==> src/rtl/sgm_pkg.sv <==
// Shared types and constants for the Sobel gradient magnitude core.
package sgm_pkg;

    localparam int unsigned CfgW   = 11;
    localparam int unsigned CoordW = 10;
    localparam int unsigned PixW   = 24;

    localparam logic [0:0] RegWidth  = 1'b0;
    localparam logic [0:0] RegHeight = 1'b1;

    // Datapath commands from the controller
    typedef struct packed {
        logic load;     // take input pixel, read line buffers
        logic shift;    // advance window, write line buffers
        logic calc;     // capture gradients of one result, start its root
        logic step;     // one root iteration
        logic emit;     // move one result into the output register
        logic [1:0] sel;// which of up to four results
        logic last;     // final result of this pixel
        logic restart;  // reset position
    } t_cmd;

    // Status from the datapath
    typedef struct packed {
        logic out_busy;
        logic root_last;    // current root step is the final one
        logic [1:0] nres;   // number of results minus one
        logic has_res;
    } t_stat;

endpackage

==> src/rtl/sgm_ctrl.sv <==
// Controller: sequences load, root, emit and shift steps per input pixel.
module sgm_ctrl (
    input  logic            i_clk,
    input  logic            i_rst_n,
    input  logic            i_in_valid,
    input  logic            i_cfg_we,
    input  sgm_pkg::t_stat  i_stat,
    output logic            o_in_ready,
    output sgm_pkg::t_cmd   o_cmd
);
    typedef enum logic [5:0] {
        S_IDLE = 6'b000001,
        S_EVAL = 6'b000010,
        S_CALC = 6'b000100,
        S_ROOT = 6'b001000,
        S_EMIT = 6'b010000,
        S_SHFT = 6'b100000
    } t_state;

    t_state r_state, n_state;
    logic [1:0] r_idx, n_idx;

    // Next state
    always_comb begin
        n_state = r_state;
        n_idx = r_idx;
        o_cmd = '0;
        o_in_ready = 1'b0;
        o_cmd.restart = i_cfg_we;
        o_cmd.sel = r_idx;
        case (r_state)
            S_IDLE: begin
                o_in_ready = 1'b1;
                if (i_in_valid) begin
                    o_cmd.load = 1'b1;
                    n_state = S_EVAL;
                end
            end
            S_EVAL: begin
                n_idx = 2'd0;
                n_state = i_stat.has_res ? S_CALC : S_SHFT;
            end
            S_CALC: begin
                o_cmd.calc = 1'b1;
                n_state = S_ROOT;
            end
            S_ROOT: begin
                o_cmd.step = 1'b1;
                if (i_stat.root_last) n_state = S_EMIT;
            end
            S_EMIT: begin
                if (!i_stat.out_busy) begin
                    o_cmd.emit = 1'b1;
                    o_cmd.last = (r_idx == i_stat.nres);
                    n_idx = r_idx + 2'd1;
                    n_state = (r_idx == i_stat.nres) ? S_SHFT : S_CALC;
                end
            end
            S_SHFT: begin
                o_cmd.shift = 1'b1;
                n_state = S_IDLE;
            end
            default: n_state = S_IDLE;
        endcase
    end

    // Hold state
    always_ff @(posedge i_clk) begin
        if (!i_rst_n) begin
            r_state <= S_IDLE;
            r_idx <= '0;
        end else begin
            r_state <= n_state;
            r_idx <= n_idx;
        end
    end
endmodule

==> config.mk <==
export PLATFORM = sky130hd
export DESIGN_NAME = sgm_ctrl
export DESIGN_NICKNAME = d
export VERILOG_FILES = /design/src/rtl/sgm_pkg.sv /design/src/rtl/sgm_ctrl.sv
export SDC_FILE = /design/constraint.sdc
export NUM_CORES = 1
export LEC_CHECK = 0
export ABC_AREA = 1
export BUFFER_PORTS_ARGS = -buffer_cell sky130_fd_sc_hd__clkbuf_2
export CORE_MARGIN = 2
export CORE_UTILIZATION = 43
export DETAILED_ROUTE_END_ITERATION = 8
export PLACE_DENSITY = 0.76
export SETUP_SLACK_MARGIN = 0.05
export SLEW_MARGIN = 20
export SYNTH_ARGS = -nofsm -noshare
export SYNTH_HDL_FRONTEND = slang
export SYNTH_SLANG_ARGS = --single-unit
==> constraint.sdc <==
create_clock -name i_clk -period 1.15 [get_ports i_clk]
set_clock_uncertainty 0.1 [all_clocks]
set_input_delay 0.23 -clock i_clk [delete_from_list [all_inputs] [get_ports i_clk]]
set_output_delay 0.23 -clock i_clk [all_outputs]
set_load 0.02 [all_outputs]
==> run_results.csv, run 1 <==
group,metric,value,unit
worst_hold_path,min_to,"r_state[0]",
drt,finalWirelength,2015,um
critical_path,worstReg2RegEnd,"r_state[4]",
cts,ctsHoldBuffers,0,
critical_path,crit_buf_inv,1,
critical_path,cp.arrival,1.36,ns
synthesis,yosysWarnings,0,
timing,timing.final.ws_setup,-0.5397,ns
synthesis,synth.area.mux_share,0,%
layout,syn_to_final_growth,91.58,%
cts,cts_tree,"done",
critical_path,path_class,"flop to output port",
synthesis,synth_fa_ha_area_share,0,%
cts,cts.sinks,8,
power,vdd_ir_drop_max,1108,uV
timing,rsz0062_at_grt,"yes",
critical_path,timing.rr.start,"r_state[2]",
global_routing,grt_max_degree,6,
layout,drive_gt1_share,68.80,%
floorplanning,fp-row-count,13,
drt,antenna_left,0,
critical_path,r2r_setup_slack,-0.48,ns
worst_hold_path,hp-class,"input port to flop",
placement,place_hpwl,1172,um
run_status,violations,"setup timing",
cts,cts_buffers,3,
drt,vias,728,
placement,place.gp.congestion,0.7627,
global_routing,antenna_found_initial,0,
drt,drc,0,
critical_path,path_cells,"nor2_4, nand2_4, nor2_4, nand3_2, nor2_4, buf_8",
drt,via_per_inst,5.200,
synthesis,synth_compound_area_share,7.991,%
cts,cts_max_path_buffers,2,
synthesis,synth_xor_area_share,3.024,%
synthesis,synth-simple-area-share,49.68,%
run,max_cap_violations,0,
critical_path,r2r_cells,8,
global_routing,grt-ovfl-total,0,
synthesis,synthesis.nets,92,
synthesis,synth.distinct_cells,20,
timing,fin_crit,1.690,ns
critical_path,cp.required,0.82,ns
worst_hold_path,worstHoldStart,"i_rst_n",
global_routing,grt_pass1_wl,2829,um
synthesis,synth_area_per_cell,6.980,um2
synthesis,syn_inst,83,
global_routing,grt_pass1_vias,654,
cts,clk_pin_slew,0.06,ns
drt,first_pass_iters,4,
drt,drt-initial-drc-count,14,
timing,slew_violations,0,
critical_path,path_max_fanout,4,
timing,worst_pin_slew,0.2932,ns
synthesis,yosys.area.top_type,"dfxtp_1",
critical_path,slowest_delay,0.36,ns
timing,setup_viol,17,
cts,htree_levels,1,
synthesis,synth_seq_cells,8,
synthesis,yosysSeqAreaShare,27.65,%
power,p_per_area,1750,mW/mm2
floorplanning,start_util,45.08,%
placement,post_dp_cell_area,799.5,um2
run_status,status,"finished with violations",
floorplanning,die_x,40.71,um
cts,cts-root-buf,"clkbuf_4",
floorplanning,dieArea,0.001657,mm2
timing,max_slew_margin,80.38,%
critical_path,crit_family,"simple AND/OR/NAND/NOR gates",
synthesis,synth_area,579.3,um2
timing,period_share,146.9,%
drt,routed.top_layer,"met4",
drt,wl_per_cell,14.39,um
synthesis,synth_top_family_by_area,"simple AND/OR/NAND/NOR gates",
critical_path,cp_slowest_cell,"dfxtp_4",
critical_path,crit_top_cell,"nor2_4",
layout,design_area,0.001110,mm2
placement,portBuffers,16,
critical_path,cp-end-kind,"output port",
layout,diodes,0,
floorplanning,die_y,40.71,um
drt,dr_wl_met3,93,um
layout,fin_nets,136,
worst_hold_path,hold_depth,2,
power,power.total,0.001942,W
power,power.leakage,0.5141,nW
timing,max_clock_freq,0.5918,GHz
timing,fin_tns_setup,-6.525,ns
cts,clk_latency,0.26,ns
synthesis,synth_top_area_share,27.65,%
global_routing,grt_usage,27.07,%
drt,wl_met2,1150,um
drt,m1WireLength,729,um
floorplanning,coreArea,0.001285,mm2
timing,finalHoldViolCount,0,
critical_path,critPathLaunchType,"flop",
synthesis,yosys-top-cells-area,"dfxtp_1 28%, nor2_4 12%, inv_1 9.1%",
floorplanning,io_pins,19,
## sequential cells by signal, indices dropped and copies added, names as in the netlist
signal	flops
r_state	6
r_idx	2
## area by class of cell
| cell class | count | area, um2 |
|---|---|---|
| sequential | 8 | 177.7 |
| timing repair buffer | 40 | 379.1 |
| fill | 63 | 175.2 |
| inverter | 16 | 62.56 |
| tap | 15 | 18.77 |
| multi-input combinational | 58 | 449.2 |
| clock buffer | 3 | 22.52 |
## where the power goes
part / total [W] / internal, W / switching (W) / leakage (nW)
registers: 0.000434 / 0.000356 / 0.0000783 / 0.0690
logic: 0.00128 / 0.000617 / 0.000663 / 0.431
clock network: 0.000228 / 0.000120 / 0.000108 / 0.0138
total: 0.00194 / 0.00109 / 0.000849 / 0.514
## cell usage after synthesis, drive strengths merged
cell type and count:
nand2 18, nor2 18, inv 16, dfxtp 8, nand3 8, a21oi 5, nand4 3, xnor2 2
a31oi 1, buf 1, nor3 1, o211ai 1, or2 1
## how the worst max path moves through the flow
stage	startpoint	endpoint	slack, ns	cells after the start
4_1_cts	r_state[0]	o_cmd[1]	-0.49	6
3_5_place_dp	r_state[4]	o_cmd[1]	-0.28	7
6_report	r_state[1]	o_cmd[1]	-0.54	6
5_1_grt	r_state[1]	o_cmd[1]	-0.59	6
2_1_floorplan	r_state[3]	o_cmd[1]	-0.15	5
3_3_place_gp	r_state[4]	o_cmd[1]	-0.24	7
## repair_timing
item,4_1_cts,5_1_grt
pin swaps,11,3
buffers inserted,10,3
resized for setup,34,20
setup endpoints to repair,17,17
cloned,0,0
## layout by cell type (no fill, tap or decap), types with 4 or more instances in the layout
cell,netlist,final
a21oi_2,2,4
buf_8,0,6
nor2_1,10,4
dfxtp_2,0,5
nand2_4,2,4
clkbuf_2,0,7
nand2_1,13,13
nor2_2,2,6
buf_4,1,14
nand3_4,0,4
buf_6,0,12
nor2_4,6,8
inv_1,14,12
## worst register-to-register path, delay by kind of cell, from the launching register on
family / cells / cell delay [ns]
AO/OA/AOI/OAI: 1 / 0.22
buffers and inverters: 4 / 0.41
flip-flops: 1 / 0.33
AND/OR/NAND/NOR: 3 / 0.43
## routing by layer
layer | global-route usage [%] | vias to the layer above
li1 | - | 350
met1 | 28.05 | 343
met2 | 51.59 | 30
met3 | 4.891 | 5
met4 | 12.50 | 0
met5 | 0 | -
## cells by family after synthesis
| family | Yosys count |
|---|---|
| XOR/XNOR | 2 |
| AO/OA/AOI/OAI | 7 |
| buffers and inverters | 17 |
| AND/OR/NAND/NOR | 49 |
| flip-flops | 8 |
## through the flow
step	worst slack, ns	utilization, %	instances	hold slack (ns)
finish	-0.5397	86.37	140	0.1002
global route	-0.5907	86.37	140	0.1137
CTS	-0.4911	80.82	138	0.09502
detailed placement	-0.2769	62.22	125	0.3601
global placement	-0.2402	62.22	125	0.3601
floorplan	-0.1502	-	83	0.2307
Power figures use the tool's default switching activity.
==> run 2, diff against run 1 <==
Settings changed: ABC_AREA 1 to unset, SKIP_LAST_GASP set to 1.
==> run 2 against run 1 <==
Net effect:
- the flow still finishes with violations (setup timing)
- wire length increased by 38%
- fmax down 15%
- register-to-register slack worse by 0.27 ns
- via count up 13%
- synthesized area is 3.2% higher
- highest routed layer unchanged
==> run_results.csv, run 2 <==
group,metric,value,unit
run_status,status,"finished with violations",
run_status,violations,"setup timing",
timing,finalHoldViolCount,0,
layout,top_regs,"r_state x6, r_idx x2",
timing,worst_pin_slew,0.3491,ns
drt,first_pass_iters,4,
cts,clk_latency,0.26,ns
timing,setup_viol,17,
worst_hold_path,hold_depth,3,
synthesis,synth_area,598.1,um2
layout,syn_to_final_growth,90.38,%
timing,rsz0062_at_grt,"yes",
layout,final_cell_mix,"26 x buf_4, 7 x clkbuf_2, 6 x buf_6, 6 x dfxtp_2, 5 x buf_8",
synthesis,syn_inst,71,
placement,place.gp.congestion,0.8437,
floorplanning,coreArea,0.001301,mm2
layout,fillerInstances,63,
layout,final-seq-area,175.2,um2
drt,finalWirelength,2781,um
global_routing,antenna_found_initial,0,
layout,largest_reg_flops,6,
placement,portBuffers,16,
critical_path,worstReg2RegEnd,"r_state[5]",
critical_path,critPathLaunchType,"flop",
global_routing,grt_max_degree,8,
floorplanning,die_x,41.30,um
layout,fin_util,87.50,%
power,power.leakage,0.4723,nW
synthesis,yosysMostFrequentCell,"dfxtp_1",
floorplanning,fp-row-count,13,
layout,diodes,0,
power,power.total,0.001041,W
drt,wl_per_cell,21.39,um
global_routing,grt_pass1_vias,699,
timing,max_slew_margin,76.72,%
critical_path,path_cells,"or4_4, nor3b_4, clkbuf_8",
critical_path,cp.required,0.82,ns
synthesis,yosysWarnings,0,
timing,period_share,171.9,%
drt,via_per_inst,6.308,
cts,cts_max_path_buffers,2,
synthesis,synth.distinct_cells,33,
worst_hold_path,hp-class,"input port to flop",
synthesis,synth_seq_cells,8,
cts,cts_buffers,3,
layout,fin_nets,126,
critical_path,crit_buf_inv,1,
critical_path,crit_family,"simple AND/OR/NAND/NOR gates",
cts,cts_tree,"done",
cts,htree_levels,1,
layout,top_register,"r_state",
critical_path,r2r_cells,6,
cts,cts-root-buf,"clkbuf_4",
critical_path,r2r_setup_slack,-0.75,ns
synthesis,synth_top_area_share,26.78,%
floorplanning,start_util,45.96,%
floorplanning,io_pins,19,
synthesis,synthesis.nets,80,
drt,vias,820,
layout,final_common_cell,"buf_4",
synthesis,postSynth.asyncResetShare,0,%
worst_hold_path,worstHoldStart,"i_rst_n",
run,max_cap_violations,0,
timing,max_clock_freq,0.5059,GHz
placement,place_inst,119,
critical_path,cp.depth,3,
cts,cts.sinks,8,
critical_path,slowest_delay,0.57,ns
layout,drive_gt1_share,67.83,%
global_routing,grt-ovfl-total,0,
power,p_per_area,914.0,mW/mm2
drt,drc,0,
critical_path,timing.rr.start,"r_state[0]",
layout,design_area,0.001139,mm2
timing,slew_violations,0,
synthesis,ys.flop_type,"dfxtp_1",
synthesis,synth_area_per_cell,8.424,um2
critical_path,cp_slowest_cell,"or4_4",
critical_path,cp.arrival,1.65,ns
synthesis,synth_edf_count,0,
placement,post_dp_cell_area,874.6,um2
cts,ctsHoldBuffers,0,
worst_hold_path,min_to,"r_state[2]",
cts,clk_pin_slew,0.06,ns
placement,place_hpwl,1376,um
drt,antenna_left,0,
floorplanning,dieArea,0.001705,mm2
drt,drt-initial-drc-count,30,
critical_path,path_class,"flop to output port",
critical_path,path_max_fanout,4,
critical_path,cp-end-kind,"output port",
layout,finalNonFillerCells,130,
synthesis,yosysSeqAreaShare,26.78,%
timing,fin_tns_setup,-9.502,ns
global_routing,grt_usage,30.85,%
global_routing,grt_pass1_wl,3270,um
timing,fin_crit,1.977,ns
timing,timing.final.ws_setup,-0.8268,ns
floorplanning,die_y,41.30,um
power,vdd_ir_drop_max,687.5,uV
synthesis,yosys-top-cells-area,"dfxtp_1 27%, a2111oi_2 5.0%, and3_1 4.2%",
synthesis,yosys.area.top_type,"dfxtp_1",
layout,multi_input_area,499.2,um2
==> run 2: changes by cell type after synthesis, moves of 4 or more <==
| cell | delta |
|---|---|
| nor2b_1 | +4 |
| nor4_1 | +4 |
| nor2_1 | -8 |
| and3_1 | +4 |
| nor2_4 | -6 |
| nand3_1 | -4 |
| nand2_1 | -9 |
| inv_1 | -10 |
==> run 2: cells by family after synthesis <==
| kind of cell | count (synthesis) | share of synthesized area [%] |
|---|---|---|
| xor+xnor | 3 | 4.394 |
| flops | 8 | 26.78 |
| simple gates | 37 | 39.75 |
| compound gates | 13 | 19.04 |
| buf+inv | 10 | 10.04 |
==> run 2: area by class of cell <==
cell class,instances,share of cell area [%]
multi-input cells,53,43.85
repair buffers,47,35.82
flip-flops and latches,8,15.38
clock buffers,3,1.978
well taps,15,1.648
inverters,4,1.319
==> run 2: how the worst max path moves through the flow <==
stage,from,to
after floorplan,r_state[0],r_state[2]
after global placement,r_state[0],r_state[2]
after detailed placement,r_state[0],r_state[2]
after CTS,r_state[3],o_cmd[1]
after global routing,r_state[0],o_cmd[6]
final,r_state[1],o_cmd[6]
==> run 2: tightest hold or removal path: stages <==
cell       delay (ns)
clkbuf_2         0.12
o31ai_4          0.10
a2111oi_2        0.06
==> run 2: power by group <==
group	internal [W]	leakage, nW	total (W)	switching, W
clock network	0.000120	0.0138	0.000231	0.000110
registers	0.000293	0.0687	0.000316	0.0000228
logic	0.000253	0.390	0.000494	0.000241
==> run 2: what timing repair did <==
item,4_1_cts,5_1_grt
pin swaps,3,6
setup buffers,5,4
gates resized for setup,32,18
endpoints found under the setup margin,17,17
==> run 2: per-layer routing <==
layer  up-vias  GRT usage (%)  share of wire, %
li1        359              -                 -
met1       396          35.60                37
met5         -              0                 0
met4         0          15.32               5.5
met2        46          53.13                51
met3        19          6.915               6.8
==> run 2: per-stage QoR <==
| step | hold WS [ns] | setup WS [ns] |
|---|---|---|
| 2_1_floorplan | 0.2472 | -0.6438 |
| 3_3_place_gp | 0.3603 | -0.5706 |
| 3_5_place_dp | 0.3603 | -0.6169 |
| 4_1_cts | 0.1715 | -0.7323 |
| 5_1_grt | 0.1876 | -0.8385 |
| 6_report | 0.1803 | -0.8268 |
